<file path="config.mk">
export PLATFORM = sky130hd
export DESIGN_NAME = smta_hist_mem
export DESIGN_NICKNAME = d
export VERILOG_FILES = /design/src/rtl/core/smta_pkg.sv /design/src/rtl/core/smta_hist_mem.sv
export SDC_FILE = /design/constraint.sdc
export NUM_CORES = 2
export LEC_CHECK = 0
export BUFFER_PORTS_ARGS = -buffer_cell sky130_fd_sc_hd__buf_2
export CORE_MARGIN = 8
export CORE_UTILIZATION = 60
export CTS_CLUSTER_SIZE = 8
export DETAILED_ROUTE_END_ITERATION = 12
export GPL_TIMING_DRIVEN = 0
export PLACE_DENSITY = 0.78
export SLEW_MARGIN = 15
export SYNTH_ARGS = -nofsm -noshare
export SYNTH_HDL_FRONTEND = slang
export SYNTH_SLANG_ARGS = --single-unit
</file>
<file path="constraint.sdc">
create_clock -name clock -period 2.95 [get_ports clock]
set_input_delay 0.295 -clock clock [delete_from_list [all_inputs] [get_ports clock]]
set_output_delay 0.295 -clock clock [all_outputs]
set_load 0.01 [all_outputs]
</file>
<file path="src/rtl/core/smta_pkg.sv">
// Package for the sliding median threshold alert block.
// Holds the payload structs, the sequencer state type, the histogram port struct and constants.
// No dependencies.
`timescale 1ns / 1ps

package smta_pkg;

   localparam int VALUE_BITS = 8;
   localparam int NUM_BINS   = 1 << VALUE_BITS;
   localparam int LEN_W      = 11;
   localparam int CNT_W      = LEN_W;
   localparam int CUM_W      = LEN_W + 1;
   localparam int TOTAL_W    = 32;

   localparam logic [LEN_W-1:0] WINDOW_LENGTH_RESET = LEN_W'(5);

   typedef struct packed {
      logic [VALUE_BITS-1:0] sample;
      logic                  last_sample;
   } req_type;

   typedef struct packed {
      logic               alert;
      logic               window_full;
      logic [TOTAL_W-1:0] alert_total;
      logic               is_last;
   } rsp_type;

   typedef enum logic [2:0] {
      ST_IDLE,
      ST_SCAN_START,
      ST_SCAN,
      ST_DEC_RD,
      ST_DEC_WR,
      ST_INC_RD,
      ST_INC_WR,
      ST_DONE
   } state_type;

   typedef struct packed {
      logic                  clear;
      logic [VALUE_BITS-1:0] rd_addr;
      logic                  wr_en;
      logic [VALUE_BITS-1:0] wr_addr;
      logic [CNT_W-1:0]      wr_data;
   } hist_req_type;

endpackage

</file>
<file path="src/rtl/core/smta_hist_mem.sv">
// Value histogram: one synchronous RAM of bin counts plus one valid flop per bin.
// A clear drops all valid bits at once; an invalid bin reads as zero. Uses smta_pkg.
`timescale 1ns / 1ps

module smta_hist_mem (
   input  logic                                clock,
   input  logic                                reset,
   input  smta_pkg::hist_req_type              hist_req,
   output logic [smta_pkg::CNT_W-1:0]          rd_data
);
   import smta_pkg::*;

   logic [CNT_W-1:0]    mem [NUM_BINS];
   logic [NUM_BINS-1:0] valid_ff;
   logic [CNT_W-1:0]    mem_q_ff;
   logic                vld_q_ff;

   always_ff @(posedge clock) begin
      if (hist_req.wr_en) begin
         mem[hist_req.wr_addr] <= hist_req.wr_data;
      end
      mem_q_ff <= mem[hist_req.rd_addr];
   end

   always_ff @(posedge clock) begin
      if (reset || hist_req.clear) begin
         valid_ff <= '0;
         vld_q_ff <= 1'b0;
      end else begin
         if (hist_req.wr_en) begin
            valid_ff[hist_req.wr_addr] <= 1'b1;
         end
         vld_q_ff <= valid_ff[hist_req.rd_addr];
      end
   end

   assign rd_data = vld_q_ff ? mem_q_ff : '0;

endmodule

</file>
## Word level (Yosys, flattened, before mapping)

Memory sizes are Yosys's and may differ from the RTL's. A register that Yosys moved wholly into a read port is not among the register bits.
Cells that the tools add are included.
Widths: inputs -> output; s select.

- Bits in registers: 257
- Latch bits: 0
- Bits in writable memories: 2,816
- ROM bits: 0
- Input port bits: 31
- Output and inout port bits: 11
- Logic and storage cells: 16
- Memories kept: 1

- Add/sub/neg operators: 0
- $mul: 0
- Div/mod/pow operators: 0
- Order comparisons: 3
- Equal/unequal tests: 0
- Shifts and indexed selects: 0
- Multiplexer cells: 7
- Bitwise logic cells: 1
- Reduce and logical (&&, ||, !) cells: 2

Memory list:

| name | words | bits a word | read ports | clocked after Yosys merged registers in | wr ports | RTL line | source |
|---|---|---|---|---|---|---|---|
| mem | 256 | 11 | 1 | 1 | 1 | smta_hist_mem.sv:13 | `logic [CNT_W-1:0] mem [NUM_BINS];` |

Operators with widths:

| operator | count |
|---|---|
| $or 256x256->256 | 1 |
| $lt 8x9->1 const B | 2 |
| $mux 11 | 1 |
| $bmux 1 s8 | 1 |
| $demux 1 s8 | 1 |
| $ge 8x1->1 const B | 1 |
| $mux 1 | 4 |
| $logic_and 1x1->1 | 1 |
| $logic_or 1x1->1 | 1 |

## Longest topological paths before layout

- Depth in word-level cells: 5
- Depth in mapped cells: 13
- Mapped depth without buffers: 7

## Worst setup path before layout

OpenSTA, ideal clock, no wires.

- Path kind: input port to flip-flop
- From: input port hist_req[20] (netlist name)
- To: register mem_q_ff[0] (read register of mem)
- Setup time: 0.134 ns
- Arrival time: 2.616 ns
- Data required time: 2.816 ns
- Path slack: 0.200 ns
- Stages on the path: 8
- Path buffers: 3
- Cells stage by stage: buf_2 > buf_2 > buf_2 > mux4_2 > mux4_2 > a22oi_1 > a21oi_1 > or4_1

RTL lines:

| element | RTL line | source |
|---|---|---|
| start: declaration | smta_hist_mem.sv:8 | `input smta_pkg::hist_req_type hist_req,` |
| end: declaration | smta_hist_mem.sv:15 | `logic [CNT_W-1:0] mem_q_ff;` |

==> impl_metrics.csv <==
group,metric,value,unit
run_status,status,"finished with violations",
run_status,violations,"negative setup slack",
logic_synthesis,yosys.area_share.simple,1.60,%
logic_synthesis,syn_area,118000,sq um
logic_synthesis,synth_area_leaders,"edfxtp_1, mux4_2, dfxtp_1, o21a_1, nor2_1",
timing,clock.fmax,311,MHz
grt,grt_max_degree,142,
power,comb_power_share,5.0,%
detailed_routing,vias_per_cell,7.36,
detailed_routing,drc,0,
run,drv_cap,0,
cells_and_area,stdcell_count,8609,
clocking,cts_buffers,436,
placement,hpwl,215000,um
critical_path,startpoint_type,"primary input",
clocking,tritoncts,"built",
critical_path,critPathKind,"in -> reg",
clocking,cts_buffer_depth,4,
power,swShare,21.6,%
logic_synthesis,ys.flop_type,"edfxtp_1",
floorplanning,rows,162,
detailed_routing,vias,63400,
logic_synthesis,synth_top_area_cell,"edfxtp_1",
timing,slew_headroom,10.8,%
grt,overflow,0,
cells_and_area,final_util,69.4,%
clocking,cts-root-buf,"clkbuf_16",
logic_synthesis,synth_compound_area_share,2.65,%
floorplanning,dieArea,210000,sq um
timing,period_needed,3.21,ns
timing,final.setup_skew,0.0479,ns
placement,dp_slack,-1.87,ns
logic_synthesis,synth_seq_area_share,76.5,%
logic_synthesis,synth_top_family_by_area,"multiplexers",
logic_synthesis,synth_top_area_share,71.9,%
logic_synthesis,synth_xor_xnor_area_share,0,%
critical_path,arrival,4.13,ns
logic_synthesis,synthAdderAreaFrac,0,%
clocking,path_clk_slew,0.05,ns
timing,final-hold-violation-count,0,
power,p_per_area,721,nW/um^2
power,pwr-share-seq,49.1,%
grt,antenna_found_initial,37,
floorplanning,fp.dieH,459,um
placement,dp.cells,7967,
detailed_routing,finalWirelength,363000,um
hold_path,hp-class,"in -> reg",
timing,layout_setup_ws,-0.265,ns
logic_synthesis,yosysUniqueCellTypes,47,
critical_path,end_kind,"flop",
detailed_routing,wl_per_cell,42.1,um
logic_synthesis,synth_most_common_cell,"edfxtp_1",
grt,grt_usage,34.1,%
timing,worst_pin_slew,1.33,ns
placement,place.gp.congestion,1.01,
power,p_leak,42.4,nW
grt,grt_pass1_vias,63900,
timing,finalMaxSlewViolations,0,
cells_and_area,layout-drive-gt1-share,32.6,%
clocking,clock_latency,1.00,ns
timing,finalSetupViolations,33,
critical_path,reg2regPathDepth,5,
logic_synthesis,ys_warn_count,0,
logic_synthesis,synth_commonest_cells,"edfxtp_1, mux4_2, nor2_1, dfxtp_1, o21a_1",
logic_synthesis,syn-num-nets,5271,
cells_and_area,n_fill_cell,10900,
logic_synthesis,ys_async_sr_fraction,0,%
hold_path,hold_depth,4,
logic_synthesis,synth-seq-cells,3084,
cells_and_area,syn_to_final_growth,15.1,%
timing,rsz0062_at_grt,"true",
timing,fin_crit_sh,109,%
critical_path,worstPathMaxFanout,13,
logic_synthesis,avgSynthCellArea,22.4,sq um
logic_synthesis,synth.mux.area_fraction,18.1,%
critical_path,required,3.86,ns
power,clkPwrFrac,46.0,%
detailed_routing,drt-initial-drc-count,11900,
power,p_sw,0.0211,W
detailed_routing,detail-route-antenna-nets,0,
clocking,htree_levels,5,
timing,hold_ws,0.124,ns
clocking,cts.sinks,3084,
placement,io_buffer_count,31,
floorplanning,start_util,60.4,%
detailed_routing,dr.pass1.iters,9,
floorplanning,core,195000,sq um
power,internal_power,0.0764,W
logic_synthesis,synth_edf_count,2816,
cells_and_area,fin_nets,5826,
power,ir_drop,0.000781,V
grt,grt_pass1_wl,499000,um
logic_synthesis,synthCells,5240,
floorplanning,io_pins,42,
floorplanning,die_w,459,um
cells_and_area,fin_area,135000,sq um
placement,place_area,123000,sq um
==> sequential cells by signal, summed over array words and instances, names as in the netlist <==
signal    cells
valid_ff    256
mem_q_ff     11
mem        2816
vld_q_ff      1
==> per-stage QoR <==
step	total power [W]	TNS, ns
after floorplan	0.0510	0
after global placement	0.0531	-5793.17
after detailed placement	0.0532	-835.93
after CTS	0.0972	0
after global routing	0.0989	-0.00592
final	0.0975	-2.82
==> timing repair <==
item,CTS,global route
gates resized for setup,104,84
endpoints found under the setup margin,12,59
hold endpoints to repair,873,0
buffers inserted,0,0
hold buffers,13,0
==> final timing paths <==
check | from | slack (ns) | to
worst max-delay path | hist_req[24] | -0.26 | mem_q_ff[7]
worst min-delay path | hist_req[27] | 0.12 | mem_q_ff[10]
worst max register to register | mem[236][5] | 0 | mem_q_ff[5]
worst min register to register | valid_ff[130] | 0.46 | valid_ff[130]
==> worst max-delay path, cell delays in order <==
cell and delay (ns):
buf_2 0.22, inv_2 0.25, buf_4 0.32, clkbuf_4 0.37
nor2_1 0.72, clkbuf_1 0.73, a22oi_1 0.29, a21oi_1 0.62
or4_1 0.24
==> power by group through the flow <==
| stage | combinational (W) | clock [W] | sequential, W |
|---|---|---|---|
| after floorplan | 0.00228 | 0 | 0.0487 |
| after global placement | 0.00428 | 0 | 0.0488 |
| after detailed placement | 0.00452 | 0 | 0.0487 |
| after CTS | 0.00467 | 0.0447 | 0.0479 |
| after global routing | 0.00485 | 0.0462 | 0.0478 |
| final | 0.00483 | 0.0448 | 0.0479 |
==> routing by layer <==
metal	track usage, %	share of wire [%]	vias to the layer above
met2	52.8	47	6048
li1	-	-	23200
met5	0.204	0.042	-
met4	21.3	7.6	14
met1	42.6	32	32800
met3	10.5	13	1315
==> area by class of cell <==
cell class	count	area, sq um	area share, %
sequential	3084	89900	66.5
multi-input combinational	1835	26900	19.9
clock buffer	596	11700	8.62
tap	2624	3280	2.43
timing repair buffer	117	1670	1.24
buffer	316	1670	1.23
clock inverter	9	109	0.0805
antenna	23	57.6	0.0426
inverter	5	18.8	0.0139
==> kinds of logic (layout without fill, tap and decap cells) <==
logic type | Yosys count | count (layout)
multiplexers | 967 | 967
buffers and inverters | 321 | 1043
AO/OA/AOI/OAI | 432 | 432
other | 0 | 23
AND/OR/NAND/NOR | 436 | 436
flip-flops | 3084 | 3084
==> layout by cell type, fill, tap and decap left out, types with 9 or more instances in the layout <==
cell	n
a21oi_1	53
a22oi_1	89
and2_1	15
buf_16	21
buf_2	88
buf_4	22
buf_6	30
buf_8	42
clkbuf_1	253
clkbuf_16	443
clkbuf_2	82
clkbuf_4	16
clkdlybuf4s15_2	11
dfxtp_1	268
diode_2	23
dlygate4sd3_1	13
edfxtp_1	2816
mux2_2	15
mux2i_1	28
mux4_2	924
nand2_1	33
nand2b_1	9
nand3_1	25
nor2_1	79
nor2_2	223
nor2b_1	16
o21a_1	241
o21ai_0	9
o221ai_1	10
or4_1	11
(Power assumes the default switching activity.)
